**src/design/polarized_map_binning_accumulator_core_defines.svh**
```systemverilog
// ----------------------------------------------------------------------------
// Assertion macros for the polarized map binning accumulator
// Concurrent check wrappers, compiled out when SYNTH is defined.
// ----------------------------------------------------------------------------
`ifndef POLARIZED_MAP_BINNING_ACCUMULATOR_CORE_DEFINES_SVH
`define POLARIZED_MAP_BINNING_ACCUMULATOR_CORE_DEFINES_SVH

`ifndef SYNTH

// Clocked check, muted while reset is held
`define PMBA_ASSERT(lbl, prop, msg) \
  lbl: assert property (@(posedge clk) disable iff (!rst_n) (prop)) else $error(msg);

// Clocked check that also holds during reset
`define PMBA_ASSERT_ALWAYS(lbl, prop, msg) \
  lbl: assert property (@(posedge clk) (prop)) else $error(msg);

`else

`define PMBA_ASSERT(lbl, prop, msg)
`define PMBA_ASSERT_ALWAYS(lbl, prop, msg)

`endif

`endif

```
**src/design/pmba_pkg.sv**
```systemverilog
// ----------------------------------------------------------------------------
// pmba_pkg
// Widths, codes, queue request type and saturating add for the map binner.
// ----------------------------------------------------------------------------
package pmba_pkg;

  localparam int PIX_W      = 12;
  localparam int NUM_PIXELS = 4096;
  localparam int ACC_W      = 48;
  localparam int SAMPLE_W   = 32;
  localparam int TRIG_W     = 16;
  localparam int PROD_W     = SAMPLE_W + TRIG_W;
  localparam int FRAC_BITS  = 15;
  localparam int MODE_W     = 2;
  localparam int COMP_W     = 2;

  localparam int QUEUE_DEPTH = 4;
  localparam int QPTR_W      = $clog2(QUEUE_DEPTH);
  localparam int QCNT_W      = $clog2(QUEUE_DEPTH + 1);

  // Action codes
  localparam logic ACT_ACC  = 1'b0;
  localparam logic ACT_READ = 1'b1;

  // Stokes mode codes
  localparam logic [MODE_W-1:0] MODE_I   = 2'd0;
  localparam logic [MODE_W-1:0] MODE_QU  = 2'd1;
  localparam logic [MODE_W-1:0] MODE_IQU = 2'd2;

  // Bank select codes
  localparam logic [COMP_W-1:0] COMP_I = 2'd0;
  localparam logic [COMP_W-1:0] COMP_Q = 2'd1;
  localparam logic [COMP_W-1:0] COMP_U = 2'd2;

  // One classified request between front and back
  typedef struct packed {
    logic                    is_read;
    logic                    in_range;
    logic [COMP_W-1:0]       comp;
    logic [PIX_W-1:0]        pixel;
    logic                    en_i;
    logic                    en_qu;
    logic signed [ACC_W-1:0] add_i;
    logic signed [ACC_W-1:0] add_q;
    logic signed [ACC_W-1:0] add_u;
  } cmd_t;

  // Back-end status seen by the front
  typedef struct packed {
    logic clearing;
  } back_status_t;

  // Two's complement add that clamps at the accumulator limits
  function automatic logic signed [ACC_W-1:0] sat_add(
    input logic signed [ACC_W-1:0] acc,
    input logic signed [ACC_W-1:0] add
  );
    logic signed [ACC_W:0] sum;
    sum = {acc[ACC_W-1], acc} + {add[ACC_W-1], add};
    if (sum[ACC_W] != sum[ACC_W-1]) begin
      if (sum[ACC_W]) return {1'b1, {(ACC_W-1){1'b0}}};
      else return {1'b0, {(ACC_W-1){1'b1}}};
    end
    return sum[ACC_W-1:0];
  endfunction

endpackage

```
**src/design/pmba_front.sv**
```systemverilog
// ----------------------------------------------------------------------------
// pmba_front
// Accepts items, holds the mode register, forms the weighted addends and
// pushes reads and effective accumulates into the request queue.
// ----------------------------------------------------------------------------
module pmba_front import pmba_pkg::*; (
  input  logic                       clk,
  input  logic                       rst_n,
  // configuration
  input  logic                       cfg_valid,
  output logic                       cfg_ready,
  input  logic [MODE_W-1:0]          cfg_stokes_mode,
  // input channel
  input  logic                       in_valid,
  output logic                       in_stall,
  input  logic                       in_action,
  input  logic [PIX_W-1:0]           in_pixel,
  input  logic                       in_sample_flag,
  input  logic signed [SAMPLE_W-1:0] in_sample_value,
  input  logic signed [TRIG_W-1:0]   in_cos_term,
  input  logic signed [TRIG_W-1:0]   in_sin_term,
  input  logic [COMP_W-1:0]          in_component,
  // queue side
  input  logic                       q_full,
  input  back_status_t               back_status,
  output logic                       q_push,
  output cmd_t                       q_push_data
);

  logic [MODE_W-1:0]        stokes_mode_r;
  logic [MODE_W-1:0]        stokes_mode_nxt;
  logic signed [PROD_W-1:0] prod_q;
  logic signed [PROD_W-1:0] prod_u;
  logic                     in_range;
  logic                     en_i;
  logic                     en_qu;
  logic                     accept;

  // Mode register, always writable
  assign cfg_ready = 1'b1;
  assign stokes_mode_nxt = (cfg_valid && cfg_ready) ? cfg_stokes_mode : stokes_mode_r;

  always_ff @(posedge clk) begin
    if (!rst_n) begin
      stokes_mode_r <= MODE_IQU;
    end else begin
      stokes_mode_r <= stokes_mode_nxt;
    end
  end

  // Hold off while the banks are being cleared or the queue is full
  assign in_stall = q_full || back_status.clearing;
  assign accept   = in_valid && !in_stall;

  // Classification
  assign in_range = ({1'b0, in_pixel} < (PIX_W + 1)'(NUM_PIXELS));
  assign en_i     = (stokes_mode_r == MODE_I)  || (stokes_mode_r == MODE_IQU);
  assign en_qu    = (stokes_mode_r == MODE_QU) || (stokes_mode_r == MODE_IQU);

  // Q1.15 weighting, registered by the queue storage
  assign prod_q = in_sample_value * in_cos_term;
  assign prod_u = in_sample_value * in_sin_term;

  always_comb begin
    q_push_data.is_read  = (in_action == ACT_READ);
    q_push_data.in_range = in_range;
    q_push_data.comp     = in_component;
    q_push_data.pixel    = in_pixel;
    q_push_data.en_i     = en_i;
    q_push_data.en_qu    = en_qu;
    q_push_data.add_i    = ACC_W'(in_sample_value);
    q_push_data.add_q    = ACC_W'(prod_q >>> FRAC_BITS);
    q_push_data.add_u    = ACC_W'(prod_u >>> FRAC_BITS);
  end

  // Accumulates with no effect are dropped here
  assign q_push = accept &&
                  ((in_action == ACT_READ) ||
                   (in_sample_flag && in_range && (en_i || en_qu)));

endmodule

```
**config.mk**
```make
export PLATFORM = sky130hd
export DESIGN_NAME = pmba_front
export DESIGN_NICKNAME = d
export VERILOG_FILES = /design/src/design/polarized_map_binning_accumulator_core_defines.svh /design/src/design/pmba_pkg.sv /design/src/design/pmba_front.sv
export SDC_FILE = /design/constraint.sdc
export NUM_CORES = 2
export LEC_CHECK = 0
export ABC_AREA = 0
export BUFFER_PORTS_ARGS = -buffer_cell sky130_fd_sc_hd__buf_2
export CORE_ASPECT_RATIO = 1.25
export CORE_MARGIN = 2
export CORE_UTILIZATION = 35
export DETAILED_ROUTE_END_ITERATION = 16
export PLACE_DENSITY = 0.56
export SETUP_SLACK_MARGIN = 0.05
export SLEW_MARGIN = 20
export SYNTH_ARGS = -nofsm -noshare
export SYNTH_HDL_FRONTEND = slang
export SYNTH_SLANG_ARGS = --single-unit
```
**constraint.sdc**
```tcl
create_clock -name clk -period 8.2 [get_ports clk]
set_clock_uncertainty 0.05 [all_clocks]
set_input_delay 1.23 -clock clk [delete_from_list [all_inputs] [get_ports clk]]
set_output_delay 1.23 -clock clk [all_outputs]
set_load 0.005 [all_outputs]
```
* After elaboration in Yosys (flattened, before gate mapping)
Cells that the tools add are included.
Widths: inputs -> output; s select.
** Word-level totals
- Register bits :: 2
- Input bits :: 88
- Output and inout port bits :: 165
- Word-level logic and storage cells :: 15
** Operators by class
- Multipliers :: 2
- Eq/ne operators :: 2
- Reductions and logical operators :: 10
** Operators with widths (count)
- $mul 32x16->48 :: 2
- $logic_or 1x1->1 :: 5
- $logic_and 1x1->1 :: 3
- $eq 2x1->1 const B :: 1
- $eq 2x2->1 const B :: 1
- $logic_not 2->1 :: 1
- $logic_not 1->1 :: 1

* Logic depth before layout (Yosys ltp)
- Word-level depth :: 6
- Mapped depth :: 25
- Mapped depth without buffers :: 24

* Worst setup path before layout
OpenSTA, ideal clock, no wires.
- Path kind :: input to output
- Start point :: input port in_cos_term[1]
- End point :: output port q_push_data[81] in the netlist's numbering
- Arrival time :: 7482 ps
- Required time :: 6920 ps
- Slack :: -562 ps
- Stages :: 22
- Buffers on the path :: 2
- Cell sequence :: clkbuf_1 -> nand2_1 -> fa_1 -> fa_1 -> fa_1 -> inv_1 -> fa_1 -> fa_1 -> inv_1 -> fa_1 -> inv_1 -> ha_1 -> a21o_1 -> a311o_1 -> a221oi_2 -> o2111ai_1 -> a41o_1 -> a311oi_4 -> o21ai_1 -> a21oi_2 -> xnor2_1 -> buf_4
** RTL lines
- start: declaration :: line pmba_front.sv:20 : input logic signed [TRIG_W-1:0] in_cos_term,
- end: declaration :: line pmba_front.sv:27 : output cmd_t q_push_data

==> impl_metrics.tcl <==
set metrics [dict create \
    fillers 9960 \
    fmaxAchievable_ghz 0.114 \
    core_area_um2 101000 \
    clk-insertion-delay-late_ns 0.22 \
    clockBufferDepth 2 \
    cp.required_ns 6.92 \
    largest_registers "stokes_mode_r x2" \
    cpMostUsedCell "fa_1" \
    drt_iter0_drc 1031 \
    drcViolationCount 0 \
    rsz0062_at_grt "true" \
    multi_input_area_um2 31300 \
    setup_viol 79 \
    numCtsBuffers 3 \
    grt_remaining_overflow 0 \
    layout_min_cycle_time_ns 8.74 \
    largest_reg_flops 2 \
    critPathTopFamily "adder cells" \
    top_register "stokes_mode_r" \
    area_delta_synth_final_pct 22.6 \
    worstMarginPinSlew_ns 0.876 \
    grt_pass1_wl_mm 154 \
    status "finished, violations left" \
    fin_cells 5831 \
    avgSynthCellArea_um2 8.82 \
    ctsHoldBuffers 0 \
    grt_max_degree 27 \
    cpPeakStageDelay_ns 0.56 \
    synth_edf_count 0 \
    finalMaxSlewViolations 0 \
    slowest_stage "fa_2" \
    dieHeight_um 360 \
    synth_ff_type "dfxtp_1" \
    cts_tree "built" \
    critical_path.max_fanout 8 \
    root_buffer "clkbuf_16" \
    maxCapViolCount 0 \
    register_area_um2 40.0 \
    clk_pin_slew_worst_paths_ns 0.03 \
    synth-seq-cells 2 \
    crit_type "in2out" \
    grt_pass1_vias 29700 \
    gp_congestion 0.858 \
    drt_wl_total_mm 97.2 \
    io_buffers 222 \
    drive_gt1_share_pct 22.9 \
    yosysSeqAreaShare_pct 0.113 \
    drt_first_pass_iters 5 \
    start_util_pct 35.3 \
    via_per_inst 4.66 \
    die_area_um2 104000 \
    yosysUniqueCellTypes 62 \
    die_w_um 289 \
    htree_levels 1 \
    post-place-ws_ns -0.846 \
    slew_headroom_pct 41.2 \
    worstPathArrival_ns 7.46 \
    final_nets 5794 \
    async_reset_ff_share_pct 0 \
    setup_slack_ns -0.538 \
    grt_use_total_pct 18.7 \
    via_count 27200 \
    worstHoldPathType "reg2reg" \
    antenna_found_initial 5 \
    violations "negative setup slack" \
    cts_sinks 2 \
    syn_inst 4028 \
    yosysWarningCount 0 \
    final.period_utilization_pct 107 \
    cp_cell_sequence "buf_12 > buf_12 > and2_4 > fa_1 > inv_1 > fa_1 > fa_2 > inv_2 > fa_2 > fa_1 > inv_1 > fa_1 > inv_2 > ha_4 > a21o_1 > a311o_1 > a221oi_2 > o2111ai_2 > a41o_4 > a311oi_4 > o21ai_2 > a21oi_4 > xnor2_4 > buf_2" \
    routedWlPerCell_um 16.7 \
    endpoint_kind "primary output" \
    hpwl_mm 81.8 \
    fin_tns_setup_ns -30.94 \
    whs_ns 0.490 \
    netlist_area_um2 35500 \
    cp-start-kind "input port" \
    hold_violations 0 \
    num_rows 130 \
    placedCellCount 5762 \
    worst-path-buf-inv 7 \
    pin_count 253 \
    ant_nets 0 \
]
cell usage after synthesis (5+ instances only):
cell | instances | area share, %
o21a_1 | 5 | 0.11
a211oi_1 | 9 | 0.19
nor3_1 | 8 | 0.11
xor2_1 | 16 | 0.39
o31ai_1 | 5 | 0.11
nor2_1 | 82 | 0.87
fa_1 | 970 | 55
and3_1 | 5 | 0.088
nor2b_1 | 8 | 0.14
nand3_1 | 15 | 0.21
nand4_1 | 13 | 0.23
xnor2_1 | 63 | 1.6
nand2b_1 | 13 | 0.23
inv_1 | 1094 | 12
o21bai_1 | 6 | 0.13
and2_1 | 406 | 7.1
a21o_1 | 44 | 0.93
a21oi_1 | 53 | 0.75
o21ai_0 | 29 | 0.41
a31oi_1 | 12 | 0.21
ha_1 | 225 | 7.9
nand2_1 | 581 | 6.1
clkbuf_1 | 197 | 2.1
or2_2 | 6 | 0.11
o211ai_1 | 7 | 0.15
buf_4 | 97 | 2.0
cell families (layout without fill, tap and decap cells):
logic type               Yosys count  after routing  share of synthesized area (%)
adder cells (fa/ha/maj)         1195           1195                           62.6
other                              1              4                         0.0106
multiplexers                       3              3                         0.0845
buffers and inverters           1392           1870                           15.7
AO/OA/AOI/OAI                    204            204                           3.92
AND/OR/NAND/NOR                 1152           1152                           15.6
flip-flops                         2              2                          0.113
XOR/XNOR                          79             81                           1.95
placed cells by master (no fill, tap or decap), drive strengths merged, types with 8 or more instances in the layout:
cell type and n:
nor3 8, nand2 581, nand2b 13, o21ai 31
nand3 15, nor2b 8, clkbuf 18, nand4 13
ha 225, a31oi 12, and2 406, a211oi 9
inv 1096, xnor2 65, xor2 16, a21oi 57
buf 756, a21o 44, nor2 82, fa 970
repair_timing:
item / 4_1_cts / 5_1_grt
setup endpoints to repair: 86 / 90
gates cloned: 1 / 12
buffers inserted: 3 / 51
hold endpoints to repair: 0 / 0
pin swaps: 21 / 158
gates resized for setup: 90 / 304
worst reg2reg max path, cell delays in order, from the launching register on:
cell,delay (ns)
dfxtp_1,0.35
inv_1,0.07
o211ai_1,0.16
stage by stage:
step           area (um^2)  utilization (%)
2_1_floorplan        36500                -
3_3_place_gp         41300             41.1
3_5_place_dp         41300             41.1
4_1_cts              41700             41.5
5_1_grt              43600             43.3
6_report             43600             43.3
metal layers:
| layer | routed length (um) | track usage, % | share of wire, % | vias to the layer above |
|---|---|---|---|---|
| li1 | - | - | - | 12300 |
| met2 | 54100 | 36.4 | 56 | 632 |
| met3 | 4080 | 0.989 | 4.2 | 134 |
| met1 | 36400 | 22.2 | 37 | 14100 |
| met4 | 2580 | 4.33 | 2.6 | 2 |
| met5 | 16 | 0 | 0.016 | - |
path summary, 6_finish.rpt:
kind | depth (start not counted) | to | slack, ns | start
worst min register to register | 2 | stokes_mode_r[1]$_SDFFE_PN1P_ | 0.49 | stokes_mode_r[1]$_SDFFE_PN1P_
worst max register to register | 2 | stokes_mode_r[1]$_SDFFE_PN1P_ | 7.50 | stokes_mode_r[1]$_SDFFE_PN1P_
worst min-delay path | 2 | stokes_mode_r[1]$_SDFFE_PN1P_ | 0.49 | stokes_mode_r[1]$_SDFFE_PN1P_
worst max-delay path | 24 | q_push_data[85] | -0.54 | in_sample_value[15]
layout make-up:
cell class              count  area share (%)
well taps                1320            3.79
diodes                      2          0.0115
inverters                1096            9.45
clock buffers               3           0.172
flip-flops and latches      2          0.0919
repair buffers            771            14.7
multi-input cells        2637            71.7
Power is not shown: default switching activity piles up to over one toggle a cycle in this logic, so the estimate is an artifact.
