<file path="src/design/polarized_map_binning_accumulator_core_defines.svh">
// ----------------------------------------------------------------------------
// Assertion macros for the polarized map binning accumulator
// Concurrent check wrappers, compiled out when SYNTH is defined.
// ----------------------------------------------------------------------------
`ifndef POLARIZED_MAP_BINNING_ACCUMULATOR_CORE_DEFINES_SVH
`define POLARIZED_MAP_BINNING_ACCUMULATOR_CORE_DEFINES_SVH

`ifndef SYNTH

// Clocked check, muted while reset is held
`define PMBA_ASSERT(lbl, prop, msg) \
  lbl: assert property (@(posedge clk) disable iff (!rst_n) (prop)) else $error(msg);

// Clocked check that also holds during reset
`define PMBA_ASSERT_ALWAYS(lbl, prop, msg) \
  lbl: assert property (@(posedge clk) (prop)) else $error(msg);

`else

`define PMBA_ASSERT(lbl, prop, msg)
`define PMBA_ASSERT_ALWAYS(lbl, prop, msg)

`endif

`endif

</file>
<file path="src/design/pmba_pkg.sv">
// ----------------------------------------------------------------------------
// pmba_pkg
// Widths, codes, queue request type and saturating add for the map binner.
// ----------------------------------------------------------------------------
package pmba_pkg;

  localparam int PIX_W      = 12;
  localparam int NUM_PIXELS = 4096;
  localparam int ACC_W      = 48;
  localparam int SAMPLE_W   = 32;
  localparam int TRIG_W     = 16;
  localparam int PROD_W     = SAMPLE_W + TRIG_W;
  localparam int FRAC_BITS  = 15;
  localparam int MODE_W     = 2;
  localparam int COMP_W     = 2;

  localparam int QUEUE_DEPTH = 4;
  localparam int QPTR_W      = $clog2(QUEUE_DEPTH);
  localparam int QCNT_W      = $clog2(QUEUE_DEPTH + 1);

  // Action codes
  localparam logic ACT_ACC  = 1'b0;
  localparam logic ACT_READ = 1'b1;

  // Stokes mode codes
  localparam logic [MODE_W-1:0] MODE_I   = 2'd0;
  localparam logic [MODE_W-1:0] MODE_QU  = 2'd1;
  localparam logic [MODE_W-1:0] MODE_IQU = 2'd2;

  // Bank select codes
  localparam logic [COMP_W-1:0] COMP_I = 2'd0;
  localparam logic [COMP_W-1:0] COMP_Q = 2'd1;
  localparam logic [COMP_W-1:0] COMP_U = 2'd2;

  // One classified request between front and back
  typedef struct packed {
    logic                    is_read;
    logic                    in_range;
    logic [COMP_W-1:0]       comp;
    logic [PIX_W-1:0]        pixel;
    logic                    en_i;
    logic                    en_qu;
    logic signed [ACC_W-1:0] add_i;
    logic signed [ACC_W-1:0] add_q;
    logic signed [ACC_W-1:0] add_u;
  } cmd_t;

  // Back-end status seen by the front
  typedef struct packed {
    logic clearing;
  } back_status_t;

  // Two's complement add that clamps at the accumulator limits
  function automatic logic signed [ACC_W-1:0] sat_add(
    input logic signed [ACC_W-1:0] acc,
    input logic signed [ACC_W-1:0] add
  );
    logic signed [ACC_W:0] sum;
    sum = {acc[ACC_W-1], acc} + {add[ACC_W-1], add};
    if (sum[ACC_W] != sum[ACC_W-1]) begin
      if (sum[ACC_W]) return {1'b1, {(ACC_W-1){1'b0}}};
      else return {1'b0, {(ACC_W-1){1'b1}}};
    end
    return sum[ACC_W-1:0];
  endfunction

endpackage

</file>
<file path="src/design/pmba_fifo.sv">
// ----------------------------------------------------------------------------
// pmba_fifo
// Short request queue decoupling the front from the bank update engine.
// ----------------------------------------------------------------------------
module pmba_fifo import pmba_pkg::*; (
  input  logic clk,
  input  logic rst_n,
  input  logic push,
  input  cmd_t push_data,
  input  logic pop,
  output cmd_t head,
  output logic not_empty,
  output logic full
);

  cmd_t              store_r [QUEUE_DEPTH];
  logic [QPTR_W-1:0] wr_ptr_r;
  logic [QPTR_W-1:0] rd_ptr_r;
  logic [QCNT_W-1:0] count_r;
  logic              do_push;
  logic              do_pop;

  assign full      = (count_r == QCNT_W'(QUEUE_DEPTH));
  assign not_empty = (count_r != '0);
  assign do_push   = push && !full;
  assign do_pop    = pop && not_empty;
  assign head      = store_r[rd_ptr_r];

  // Entry storage
  always_ff @(posedge clk) begin
    if (do_push) begin
      store_r[wr_ptr_r] <= push_data;
    end
  end

  // Pointers and fill count
  always_ff @(posedge clk) begin
    if (!rst_n) begin
      wr_ptr_r <= '0;
      rd_ptr_r <= '0;
      count_r  <= '0;
    end else begin
      if (do_push) wr_ptr_r <= wr_ptr_r + QPTR_W'(1);
      if (do_pop)  rd_ptr_r <= rd_ptr_r + QPTR_W'(1);
      if (do_push && !do_pop) count_r <= count_r + QCNT_W'(1);
      else if (do_pop && !do_push) count_r <= count_r - QCNT_W'(1);
    end
  end

endmodule

</file>
<file path="config.mk">
export PLATFORM = sky130hd
export DESIGN_NAME = pmba_fifo
export DESIGN_NICKNAME = d
export VERILOG_FILES = /design/src/design/polarized_map_binning_accumulator_core_defines.svh /design/src/design/pmba_pkg.sv /design/src/design/pmba_fifo.sv
export SDC_FILE = /design/constraint.sdc
export NUM_CORES = 1
export LEC_CHECK = 0
export BUFFER_PORTS_ARGS = -buffer_cell sky130_fd_sc_hd__clkbuf_2
export CAP_MARGIN = 20
export CORE_AREA = 3 3 177 352
export CTS_CLUSTER_DIAMETER = 30
export DETAILED_ROUTE_END_ITERATION = 7
export DIE_AREA = 0 0 180 355
export PLACE_DENSITY = 0.59
export SYNTH_ARGS = -nofsm -noshare
export SYNTH_HDL_FRONTEND = slang
export SYNTH_SLANG_ARGS = --single-unit
export TNS_END_PERCENT = 10
</file>
<file path="constraint.sdc">
create_clock -name clk -period 10.6 [get_ports clk]
set_input_delay 1.59 -clock clk [delete_from_list [all_inputs] [get_ports clk]]
set_output_delay 1.59 -clock clk [all_outputs]
set_load 0.02 [all_outputs]
</file>
## Word-level counts from Yosys, hierarchy flattened

Memory sizes are Yosys's and may differ from the RTL's. A register that Yosys moved wholly into a read port is not among the register bits.
Cells that the tools add are included.

| storage, ports and cells | value |
|---|---|
| output and inout bits | 164 |
| logic and storage cells | 24 |
| memories kept | 1 |
| bits in writable memories | 648 |
| register bits | 7 |
| bits of input ports | 166 |

| operators by class | value |
|---|---|
| eq/ne operators | 1 |
| reduce and logical (&&, ||, !) cells | 9 |
| muxes and demuxes | 6 |
| add/sub/neg operators | 4 |

Memories:

| name | depth | bits a word | read ports | clocked after Yosys merged registers in | write ports | line | RTL |
|---|---|---|---|---|---|---|---|
| store_r | 4 | 162 | 1 | 1 | 1 | pmba_fifo.sv:16 | `cmd_t store_r [QUEUE_DEPTH];` |

Operators with widths:

| cell | number |
|---|---|
| 2-to-1 mux 3 bit | 2 |
| adder 2 x 1 -> 2 bit, second input constant | 2 |
| logical AND 1 bit | 4 |
| 2-to-1 mux 2 bit | 2 |
| adder 3 x 1 -> 3 bit, second input constant | 1 |
| == test 3 bit, second input constant | 1 |
| zero test 1 bit | 3 |
| nonzero test 3 bit | 1 |
| subtractor 3 x 1 -> 3 bit, second input constant | 1 |
| 2-to-1 mux 1 bit | 2 |
| nonzero test 2 bit | 1 |

## Longest topological paths before layout

Gate-level depths: netlist of run 1.

| depth | value |
|---|---|
| word-level depth | 7 |
| mapped depth | 9 |
| depth with buffers taken out | 8 |

## Worst setup path after synthesis of run 1

OpenSTA, ideal clock, no wires.

| timing | value |
|---|---|
| path type | in2reg |
| start point | input port push |
| end point | memory store_r[0][0] (netlist name) (enable) |
| buffers on the path | 1 |
| library setup time | 0.541 ns |
| slack | 4.378 ns |
| arrival | 5.680 ns |
| stages | 3 |
| data required time | 10.059 ns |
| path through | nor2b_1 > clkbuf_1 > and2_1 |

| on the way | value |
|---|---|
| longest elaborated chain between the ends | 3 |

RTL lines:

| item | line | RTL |
|---|---|---|
| from (decl) | pmba_fifo.sv:8 | `input logic push,` |
| logical AND 1 bit | pmba_fifo.sv:25 | `assign do_push = push && !full;` |
| net do_push | pmba_fifo.sv:20 | `logic do_push;` |
| 2-to-1 mux 1 bit | pmba_fifo.sv:31 | `if (do_push) begin` |
| 2-to-1 mux 1 bit (not written as such) | pmba_fifo.sv:32 | `store_r[wr_ptr_r] <= push_data;` |
| to (decl) | pmba_fifo.sv:16 |  |

The timed path passes the listed nets, and every way through them passes these cells.

==> results of run 1 <==
cells in the final DEF (no fill, tap or decap), types with 5 or more instances in the layout:
cell type / synthesis / routed
buf_4: 0 / 17
bufinv_16: 0 / 8
clkbuf_16: 0 / 88
clkbuf_2: 0 / 329
clkinv_2: 0 / 9
clkinv_4: 0 / 5
clkinv_8: 0 / 9
clkinvlp_4: 0 / 9
dfxtp_1: 9 / 7
edfxtp_1: 648 / 648
ha_1: 5 / 5
inv_6: 0 / 12
inv_8: 0 / 8
mux4_2: 162 / 162
cell type report:
cell class	instances	area [um^2]
fillers	4766	30600
flip-flops and latches	657	19600
multi-input cells	196	3930
clock buffers	90	2210
repair buffers	346	1770
well taps	774	968
clock inverters	65	769
inverters	3	11.3
diodes	4	10.0
flip-flops by register name, indices dropped and copies added, names as in the netlist, named ones only:
register,count
store_r,648
rd_ptr_r,2
wr_ptr_r,2
count_r,3
Yosys cell counts (all sizes together), types with 2 or more instances:
library cell	n	area share (%)
nor2b	2	0.053
buf	30	0.88
or3	2	0.053
inv	3	0.047
and2	8	0.21
mux4	162	15
ha	5	0.26
clkbuf	8	0.13
dfxtp	9	0.76
mux2i	3	0.13
nand2	4	0.063
edfxtp	648	82
xnor2	3	0.11
logic make-up after synthesis:
family | synth area share (%)
xor gates and xnor gates | 0.147
adders and majority gates | 0.347
DFF | 82.5
muxes | 15.4
AOI/OAI and AO/OA | 0.121
buffers and inverters | 1.06
and+or+nand+nor | 0.410
worst register-to-register path: stages (launching register included):
cell     delay, ns
dfxtp_1       0.45
nor3b_1       0.13
nor2b_1       0.47
and2_4        0.55
buf_4         0.65
buf_4         0.68
power by group through the flow:
stage	combinational [mW]	clock (mW)	sequential, mW
detailed placement	1.79	0	3.34
global route	1.86	3.10	3.30
floorplan	1.27	0	3.29
global placement	1.79	0	3.32
CTS	1.80	2.99	3.28
finish	1.74	2.91	3.27
how the worst max path moves through the flow:
stage	startpoint	endpoint	cells after the start
3_3_place_gp	push	store_r[3][145]$_DFFE_PP_	5
3_5_place_dp	push	store_r[2][140]$_DFFE_PP_	5
2_1_floorplan	push	store_r[0][0]$_DFFE_PP_	3
4_1_cts	flop	head[39]	3
5_1_grt	flop	head[53]	3
6_report	flop	head[15]	3
metal layers:
metal  track usage, %  vias to the layer above  routed length (um)
met1             18.1                     5606               18600
met3             4.13                       80                3170
met5                0                        -                  56
li1                 -                     4704                   -
met4             5.25                        8                1130
met2             26.8                      350               25700
through the flow:
stage	instances	utilization, %	instance area [um^2]
final	2135	48.9	29300
after global placement	1976	44.0	26300
after detailed placement	1976	44.0	26300
after floorplan	894	-	23800
after global routing	2132	48.9	29300
after CTS	2131	48.9	29300
==> key figures, run 1 <==
Place
  • Port-buffer cells: 329
  • Hpwl dp: 29600 um
  • DP Worst Slack: 5.99 ns
  • RePlAce Congestion: 0.704

Power
  • Power Internal: 5.63 mW
  • Maximum vdd drop: 0.190 mV
  • Total power: 7.92 mW
  • Leak: 9.89 nW
  • Logic pwr share: 21.9%
  • P_sw: 2.29 mW
  • Sequential share of power: 41.3%
  • Sw Ratio: 28.9%
  • Clock power share: 36.8%
  • P per Cell Area: 270 nW/um^2

Critical path
  • Critical path buffer and inverter count: 2
  • Crit path cell chain: buf_4 -> mux4_2 -> clkbuf_2
  • Reg-to-reg critical path endpoint: store_r[1][73]$_DFFE_PP_
  • Req. time, crit path: 9.01 ns
  • CP Capture Type: output port
  • Crit path DAT: 3.32 ns
  • Crit-path slowest cell: dfxtp_4
  • RR Startpoint: count_r[0]$_SDFFE_PN0P_
  • Critical Path Max Stage Delay: 0.97 ns
  • Setup CP Type: reg -> out
  • Reg2Reg Setup Slack: 7.23 ns
  • CP max FO: 47
  • R2R depth: 5
  • Crit path launch type: flop
  • CP top delay family: buffers and inverters

Clocking
  • Worst-Skew Late Latency: 0.60 ns
  • Post-CTS sizing: 0
  • Num CTS Buffers: 85
  • CTS tree: built
  • CTS sink cnt: 657
  • Clock H-tree levels: 3
  • Worst-path clk slew: 0.05 ns
  • Cts hold-fix bufs: 0
  • Post-CTS Setup Bufs: 0
  • Clock Tree Root: clkbuf_16
  • CTS Buffer Depth: 3

Floorplan
  • Placeable Area: 59900 um^2
  • Row cnt: 127
  • Die W: 180 um
  • Die height: 355 um
  • Io pins: 330
  • Initial Util: 39.8%
  • Die ar.: 63900 um^2

Global route
  • Vias in the first global route: 12000
  • GR Overflow Total: 0
  • Initial antenna violation count: 7
  • GRT Overall Usage: 15.2%
  • Maximum number of pins on one net before global-route repair: 62
  • First-pass GRT wire length: 74100 um

Outcome
  • Outcome: finished, final reports clean

Layout
  • Area growth from synthesis to layout: 23.1%
  • Share of cells above drive strength 1: 48.9%
  • Nets: 1461

Yosys
  • Yosys warns: 0
  • Ys flop type: edfxtp_1
  • Synth cell types: 22
  • Mapped Area: 23800 um^2
  • Post-synthesis instance total: 894
  • EDFF count, synth: 648
  • Average footprint of a synthesized cell: 26.6 um^2
  • Ys async rst share: 0%
  • Seq/Total Area, Yosys: 82.5%
  • Synth Register Bits: 657
  • Net Count, Synth: 1066

Timing
  • Final-report hold violation count: 0
  • Final setup vio count: 0
  • Max-slew violations: 0
  • Fmax: 0.203 GHz
  • Final hold slack: 0.513 ns
  • Worst relative slew slack: 33.0%
  • RSZ-0062 raised after global routing: false
  • Post-route worst setup slack: 5.69 ns
  • Min Tclk post-route: 4.91 ns
  • Part of the cycle the worst path needs: 46.4%
  • Setup TNS: 0 ns
  • Clk_skew: 0.0147 ns
  • Worst Max-Slew Pin Slew: 1.01 ns

Run
  • Max-cap violations: 0

Route
  • Drt via density: 5.03
  • Drt pass-1 iters: 4
  • Initial DRC Count: 578
  • Post-DR wirelength/cell: 22.8 um
  • Via total after detailed routing: 10700
  • DRC Markers: 0
  • DRT Wirelength: 48600 um
  • Routed Antenna Nets: 0

Worst hold path
  • Hold_sp: wr_ptr_r[1]$_SDFFE_PN0P_
  • Hold path depth: 2
  • Hold Path Class: reg -> reg
  • WHS Endpoint: wr_ptr_r[1]$_SDFFE_PN0P_
Note: power is estimated with default switching activity, not from simulation.
==> run 2, diff against run 1 <==
==> constraint.sdc (replaced) <==
create_clock -name clk -period 5.1 [get_ports clk]
set_input_delay 0.765 -clock clk [delete_from_list [all_inputs] [get_ports clk]]
set_output_delay 0.765 -clock clk [all_outputs]
set_load 0.02 [all_outputs]
==> run 2 against run 1 <==
Final cell count decreased by 0.19%. Critical path depth did not move. Die area unchanged. Critical path type unchanged. Largest cell class unchanged. Hold slack worse by 0.14 ns. Global-route usage up 0.18 points. Combinational power up 110%. Register-to-register slack got worse by 4.9 ns. Total power is 110% higher. Largest power group unchanged. Wire length rose by 1.1%.
==> key figures, run 2 (same netlist as run 1, synthesis figures left out) <==
Outcome
  • Outcome: finished, final reports clean

Layout
  • Area growth from synthesis to layout: 23.2% (about the same)
  • Cell Count, Final, Fillers Out: 2131 (-0.19%)
  • Biggest regs: store_r: 648 flops, count_r: 3 flops
  • Share of cells above drive strength 1: 48.7% (-0.19 points)
  • Commonest non-fill, non-tap cells in the layout: edfxtp_1, clkbuf_2, mux4_2
  • Nets: 1456 (-0.34%)
  • Largest Register: store_r
  • Post-route cell area: 29300 um^2 (about the same)
  • Number of flip-flops in the largest register: 648 (unchanged)
  • Most common cell after layout, fill and taps aside: edfxtp_1

Floorplan
  • Die W: 180 um (unchanged)
  • Io pins: 330 (unchanged)
  • Row cnt: 127 (unchanged)
  • Placeable Area: 59900 um^2 (unchanged)
  • Die height: 355 um (unchanged)
  • Initial Util: 39.8% (unchanged)
  • Die ar.: 63900 um^2 (unchanged)

Route
  • Drt via density: 5.09 (+1.2%)
  • DRC Markers: 0 (unchanged)
  • Routed Antenna Nets: 0 (unchanged)
  • DRT Wirelength: 49100 um (+1.1%)
  • Drt pass-1 iters: 6 (+2)
  • Via total after detailed routing: 10900 (+0.99%)
  • Initial DRC Count: 624 (+8.0%)
  • Post-DR wirelength/cell: 23.1 um (+1.2%)

Critical path
  • Stages on the worst setup path: 3 (unchanged)
  • CP Capture Type: output port
  • Crit path DAT: 2.85 ns (-0.47 ns)
  • Crit-path slowest cell: dfxtp_4
  • CP max FO: 47 (unchanged)
  • Critical path buffer and inverter count: 2 (unchanged)
  • Crit path launch type: flop
  • Crit path cell chain: buf_12 -> mux4_2 -> clkbuf_2
  • R2R depth: 4 (-1)
  • Setup CP Type: reg -> out
  • Reg2Reg Setup Slack: 2.33 ns (-4.90 ns)
  • CP top delay family: flip-flops
  • Req. time, crit path: 4.34 ns (-4.67 ns)
  • Critical Path Max Stage Delay: 0.91 ns (-0.06 ns)

Place
  • DP Worst Slack: 2.01 ns (-3.98 ns)
  • RePlAce Congestion: 0.703 (-0.21%)
  • Port-buffer cells: 329 (unchanged)
  • DP Area: 26500 um^2 (+0.56%)
  • Hpwl dp: 29500 um (-0.28%)
  • Dpl cells: 1974 (-0.10%)

Clocking
  • Num CTS Buffers: 82 (-3.5%)
  • CTS Buffer Depth: 3 (unchanged)
  • Post-CTS sizing: 0 (unchanged)
  • Clock H-tree levels: 3 (unchanged)
  • Cts hold-fix bufs: 0 (unchanged)
  • Clock Tree Root: clkbuf_16
  • CTS tree: built
  • Post-CTS Setup Bufs: 0 (unchanged)
  • CTS sink cnt: 657 (unchanged)
  • Worst-path clk slew: 0.06 ns (about the same)
  • Worst-Skew Late Latency: 0.61 ns (about the same)

Timing
  • Min Tclk post-route: 3.62 ns
  • Worst relative slew slack: 41.1% (+8.1 points)
  • Final-report hold violation count: 0 (unchanged)
  • Clk_skew: 0.0168 ns (+0.00215 ns)
  • Worst Max-Slew Pin Slew: 0.884 ns (-0.122 ns)
  • Max-slew violations: 0 (unchanged)
  • RSZ-0062 raised after global routing: false
  • Post-route worst setup slack: 1.48 ns (-4.20 ns)
  • Fmax: 0.277 GHz
  • Final setup vio count: 0 (unchanged)
  • Part of the cycle the worst path needs: 70.9%

Global route
  • GRT Overall Usage: 15.4% (+0.18 points)
  • Initial antenna violation count: 7 (unchanged)
  • GR Overflow Total: 0 (unchanged)
  • Vias in the first global route: 12100 (+0.89%)
  • First-pass GRT wire length: 74900 um (+1.1%)
  • Maximum number of pins on one net before global-route repair: 63 (+1.6%)

Worst hold path
  • Hold Path Class: in -> reg
  • Hold path depth: 1 (-1)

Power
  • P per Cell Area: 558 nW/um^2 (+110%)
  • Leak: 9.85 nW (-0.43%)
  • Maximum vdd drop: 0.391 mV (+110%)

Run
  • Max-cap violations: 0 (unchanged)
==> run 2: cell count changes in the layout (fill, tap and decap cells not counted) <==
cell / previous run / this run
clkinv_4: 5 / 4
inv_16: 0 / 2
buf_12: 0 / 13
inv_12: 1 / 0
diode_2: 4 / 5
bufinv_16: 8 / 9
clkinv_8: 9 / 2
buf_4: 17 / 2
clkbuf_8: 0 / 1
inv_8: 8 / 4
clkinvlp_4: 9 / 13
clkbuf_16: 88 / 83
inv_6: 12 / 19
==> run 2: final timing paths <==
| path | startpoint | to |
|---|---|---|
| setup / recovery | flop | head[65] |
| hold / removal | push_data[127] | store_r[3][127]$_DFFE_PP_ |
| setup reg to reg | count_r[0]$_SDFFE_PN0P_ | store_r[1][48]$_DFFE_PP_ |
| hold reg to reg | wr_ptr_r[0]$_SDFFE_PN0P_ | wr_ptr_r[0]$_SDFFE_PN0P_ |
==> run 2: area by class of cell <==
cell class | count | area (um^2)
fillers | 4808 | 30600
clock buffers | 86 | 2100
diodes | 5 | 12.5
well taps | 774 | 968
inverters | 3 | 11.3
clock inverters | 66 | 747
multi-input cells | 196 | 3930
flip-flops and latches | 657 | 19600
repair buffers | 344 | 1920
==> run 2: where the power goes <==
group	internal, mW	total, mW	switching [mW]
clock	3.54	5.87	2.33
combinational	1.53	3.69	2.16
sequential	6.55	6.80	0.244
==> run 2: layer usage <==
metal	vias up	routed length [um]	global-route usage, %
met1	5690	18400	17.9
met5	-	27	0
li1	4704	-	-
met4	4	1370	5.70
met2	369	25800	26.8
met3	87	3590	4.94
==> run 2: through the flow <==
stage               power [mW]  hold WS [ns]  TNS, ns  utilization (%)
finish                    16.4         0.374        0             49.0
global route              17.1         0.345        0             49.0
CTS                       16.6         0.327        0             49.0
detailed placement        10.7         0.500        0             44.2
global placement          10.7         0.475        0             44.2
floorplan                 9.46         0.468  -144.10                -
==> run 3, diff against run 2 <==
--- a/config.mk
+++ b/config.mk
@@ -5,13 +5,14 @@
 export SDC_FILE = /design/constraint.sdc
 export NUM_CORES = 1
 export LEC_CHECK = 0
+export ABC_AREA = 1
 export BUFFER_PORTS_ARGS = -buffer_cell sky130_fd_sc_hd__clkbuf_2
 export CAP_MARGIN = 20
-export CORE_AREA = 3 3 177 352
+export CORE_AREA = 3 3 180 357
 export CTS_CLUSTER_DIAMETER = 30
 export DETAILED_ROUTE_END_ITERATION = 7
-export DIE_AREA = 0 0 180 355
-export PLACE_DENSITY = 0.59
+export DIE_AREA = 0 0 183 360
+export PLACE_DENSITY = 0.58
 export SYNTH_ARGS = -nofsm -noshare
 export SYNTH_HDL_FRONTEND = slang
 export SYNTH_SLANG_ARGS = --single-unit
==> constraint.sdc (replaced) <==
create_clock -name clk -period 3.53 [get_ports clk]
set_input_delay 0.5295 -clock clk [delete_from_list [all_inputs] [get_ports clk]]
set_output_delay 0.5295 -clock clk [all_outputs]
set_load 0.02 [all_outputs]
==> run 3 against run 2 <==
Worst setup slack got worse by 1.1 ns. Critical path depth up 2. Global-route usage is 1.6 points higher. Synthesized cell count is 83% higher. Via count grew 36%. Die area rose by 3.1%. Cell area rose by 1.2%. Sequential share of layout area is 0.79 points lower. Wire length rose by 16%. Combinational power grew 53%. Clock power rose by 43%. Register-to-register slack got worse by 0.76 ns. Critical path type unchanged. Largest cell class unchanged.
==> key figures, run 3 <==
Outcome
  • Outcome: finished, final reports clean

Critical path
  • Setup CP Type: reg -> out
  • Crit path DAT: 2.58 ns (-0.27 ns)
  • Req. time, crit path: 3.00 ns (-1.34 ns)
  • Crit-path slowest cell: buf_4
  • Critical Path Max Stage Delay: 0.42 ns (-0.49 ns)
  • Crit path cell chain: inv_12 -> buf_4 -> o21ai_0 -> o22ai_1 -> clkbuf_2
  • Crit path launch type: flop
  • CP max FO: 143 (+200%)
  • Reg2Reg Setup Slack: 1.57 ns (-0.76 ns)
  • CP Capture Type: output port

Global route
  • Vias in the first global route: 15200 (+26%)
  • First-pass GRT wire length: 87600 um (+17%)
  • Maximum number of pins on one net before global-route repair: 144 (+130%)
  • Initial antenna violation count: 7 (unchanged)
  • GRT Overall Usage: 17.1% (+1.6 points)
  • GR Overflow Total: 0 (unchanged)

Yosys
  • Average footprint of a synthesized cell: 15.0 um^2 (-44%)
  • Synth cell types: 26 (+18%)
  • Seq/Total Area, Yosys: 79.9% (-2.6 points)
  • Top cells by count, synth: edfxtp_1, nor2_1, o21ai_0
  • Synth Register Bits: 657 (unchanged)
  • Top post-synthesis cells by area: edfxtp_1, o21ai_0, nor2_1
  • Area leader, netlist: edfxtp_1
  • Ys async rst share: 0% (unchanged)
  • Ys flop type: edfxtp_1
  • Mapped Area: 24600 um^2 (+3.2%)
  • Count leader, synth: edfxtp_1
  • Post-synthesis instance total: 1635 (+83%)
  • Yosys warns: 0 (unchanged)
  • EDFF count, synth: 648 (unchanged)
  • Net Count, Synth: 1807 (+70%)
  • Top-area cell type share of the netlist area: 79.1% (-2.6 points)

Floorplan
  • Initial Util: 39.7% (-0.082 points)
  • Die W: 183 um (+1.7%)
  • Placeable Area: 62000 um^2 (+3.5%)
  • Row cnt: 129 (+1.6%)
  • Die ar.: 65900 um^2 (+3.1%)
  • Die height: 360 um (+1.4%)
  • Io pins: 330 (unchanged)

Layout
  • Share of cells above drive strength 1: 24.7% (-24 points)
  • Area growth from synthesis to layout: 20.7%
  • Biggest regs: store_r: 648 flops, count_r: 3 flops
  • Nets: 2138 (+47%)
  • Number of flip-flops in the largest register: 648 (unchanged)
  • Largest Register: store_r
  • Cell Count, Final, Fillers Out: 2821 (+32%)
  • Commonest non-fill, non-tap cells in the layout: edfxtp_1, nor2_1, clkbuf_2
  • Final core utilization: 47.9% (-1.1 points)
  • Most common cell after layout, fill and taps aside: edfxtp_1
  • Layout fillers: 5292 (+10%)

Clocking
  • Clock Tree Root: clkbuf_16
  • Worst-path clk slew: 0.05 ns (about the same)
  • Num CTS Buffers: 80 (-2.4%)
  • Cts hold-fix bufs: 0 (unchanged)
  • CTS tree: built
  • CTS Buffer Depth: 3 (unchanged)
  • CTS sink cnt: 657 (unchanged)
  • Clock H-tree levels: 3 (unchanged)
  • Post-CTS Setup Bufs: 0 (unchanged)
  • Post-CTS sizing: 0 (unchanged)
  • Worst-Skew Late Latency: 0.60 ns (about the same)

Place
  • RePlAce Congestion: 0.751 (+6.9%)
  • Dpl cells: 2670 (+35%)
  • Hpwl dp: 32500 um (+10%)
  • Port-buffer cells: 329 (unchanged)

Timing
  • Setup TNS: 0 ns (unchanged)
  • Min Tclk post-route: 3.11 ns
  • Final setup vio count: 0 (unchanged)
  • Max-slew violations: 0 (unchanged)
  • Worst relative slew slack: 48.6% (+7.5 points)
  • Worst Max-Slew Pin Slew: 0.771 ns (-0.113 ns)
  • Final-report hold violation count: 0 (unchanged)
  • RSZ-0062 raised after global routing: false
  • Clk_skew: 0.0186 ns (+0.00179 ns)
  • Part of the cycle the worst path needs: 88.0%
  • Fmax: 0.322 GHz

Route
  • Drt pass-1 iters: 5 (-1)
  • Post-DR wirelength/cell: 20.2 um (-12%)
  • Initial DRC Count: 978 (+57%)
  • DRT Wirelength: 57100 um (+16%)
  • Drt via density: 5.24 (+2.9%)
  • Routed Antenna Nets: 0 (unchanged)
  • DRC Markers: 0 (unchanged)
  • Via total after detailed routing: 14800 (+36%)

Power
  • Total power: 23.7 mW (+45%)
  • Maximum vdd drop: 0.554 mV (+42%)
  • P per Cell Area: 799 nW/um^2 (+43%)
  • Leak: 10.4 nW (+5.8%)
  • Clock power share: 35.4% (-0.5 points)
  • Sw Ratio: 32.1% (+3.2 points)
  • P_sw: 7.63 mW (+61%)
  • Sequential share of power: 40.8% (-0.7 points)
  • Power Internal: 16.1 mW (+39%)
  • Logic pwr share: 23.8% (+1.3 points)

Worst hold path
  • Hold Path Class: in -> reg

Run
  • Max-cap violations: 0 (unchanged)
-- run 3: power by group through the flow --
stage	Clock [mW]	Sequential [mW]	Combinational [mW]
finish	8.39	9.69	5.64
global route	8.92	9.76	6.18
CTS	8.59	9.70	5.77
detailed placement	0	9.86	5.76
global placement	0	9.83	5.67
floorplan	0	9.82	3.83
-- run 3: path summary, 6_finish.rpt --
check / from / to / depth (start not counted)
min reg2reg: rd_ptr_r[1]$_SDFFE_PN0P_ / flop / 2
max reg2reg: count_r[0]$_SDFFE_PN0P_ / count_r[2]$_SDFFE_PN0P_ / 13
max: flop / head[17] / 5
min: push_data[46] / store_r[0][46]$_DFFE_PP_ / 1
-- run 3: through the flow --
step	area (um^2)	setup slack (ns)	hold WS, ns
floorplan	24600	0.0436	0.465
detailed placement	26900	1.02	0.502
global placement	26900	1.06	0.484
CTS	29700	0.370	0.0903
finish	29700	0.423	0.142
global route	29700	0.241	0.107
-- run 3: cell type report --
cell class | count | area (um^2) | area share (%)
inverters | 17 | 78.8 | 0.266
clock buffers | 91 | 2060 | 6.95
well taps | 786 | 983 | 3.31
diodes | 3 | 7.51 | 0.0253
clock inverters | 57 | 744 | 2.51
multi-input cells | 855 | 4150 | 14.0
repair buffers | 355 | 2020 | 6.79
flip-flops and latches | 657 | 19600 | 66.2
-- run 3: cell families (layout without fill, tap and decap cells) --
family / Yosys count / after routing / share of synthesized area (%)
compound gates: 490 / 490 / 10.8
other cells: 0 / 3 / 0
flops: 657 / 657 / 79.9
buf+inv: 123 / 520 / 3.42
fa+ha+maj: 6 / 6 / 0.336
xor+xnor: 1 / 1 / 0.0356
simple gates: 358 / 358 / 5.50
-- run 3: worst max-delay path, delay by kind of cell, from the launching register on --
| family | cells | cell delay, ns |
|---|---|---|
| DFF | 1 | 0.41 |
| AOI/OAI and AO/OA | 2 | 0.39 |
| buffers and inverters | 3 | 1.02 |
-- run 3: metal layers --
| metal | vias to the layer above | part of all wire [%] | track usage, % |
|---|---|---|---|
| li1 | 6865 | - | - |
| met1 | 7367 | 39 | 20.1 |
| met2 | 453 | 51 | 29.2 |
| met3 | 99 | 7.9 | 5.39 |
| met4 | 8 | 2.6 | 6.29 |
| met5 | - | 0.095 | 0 |
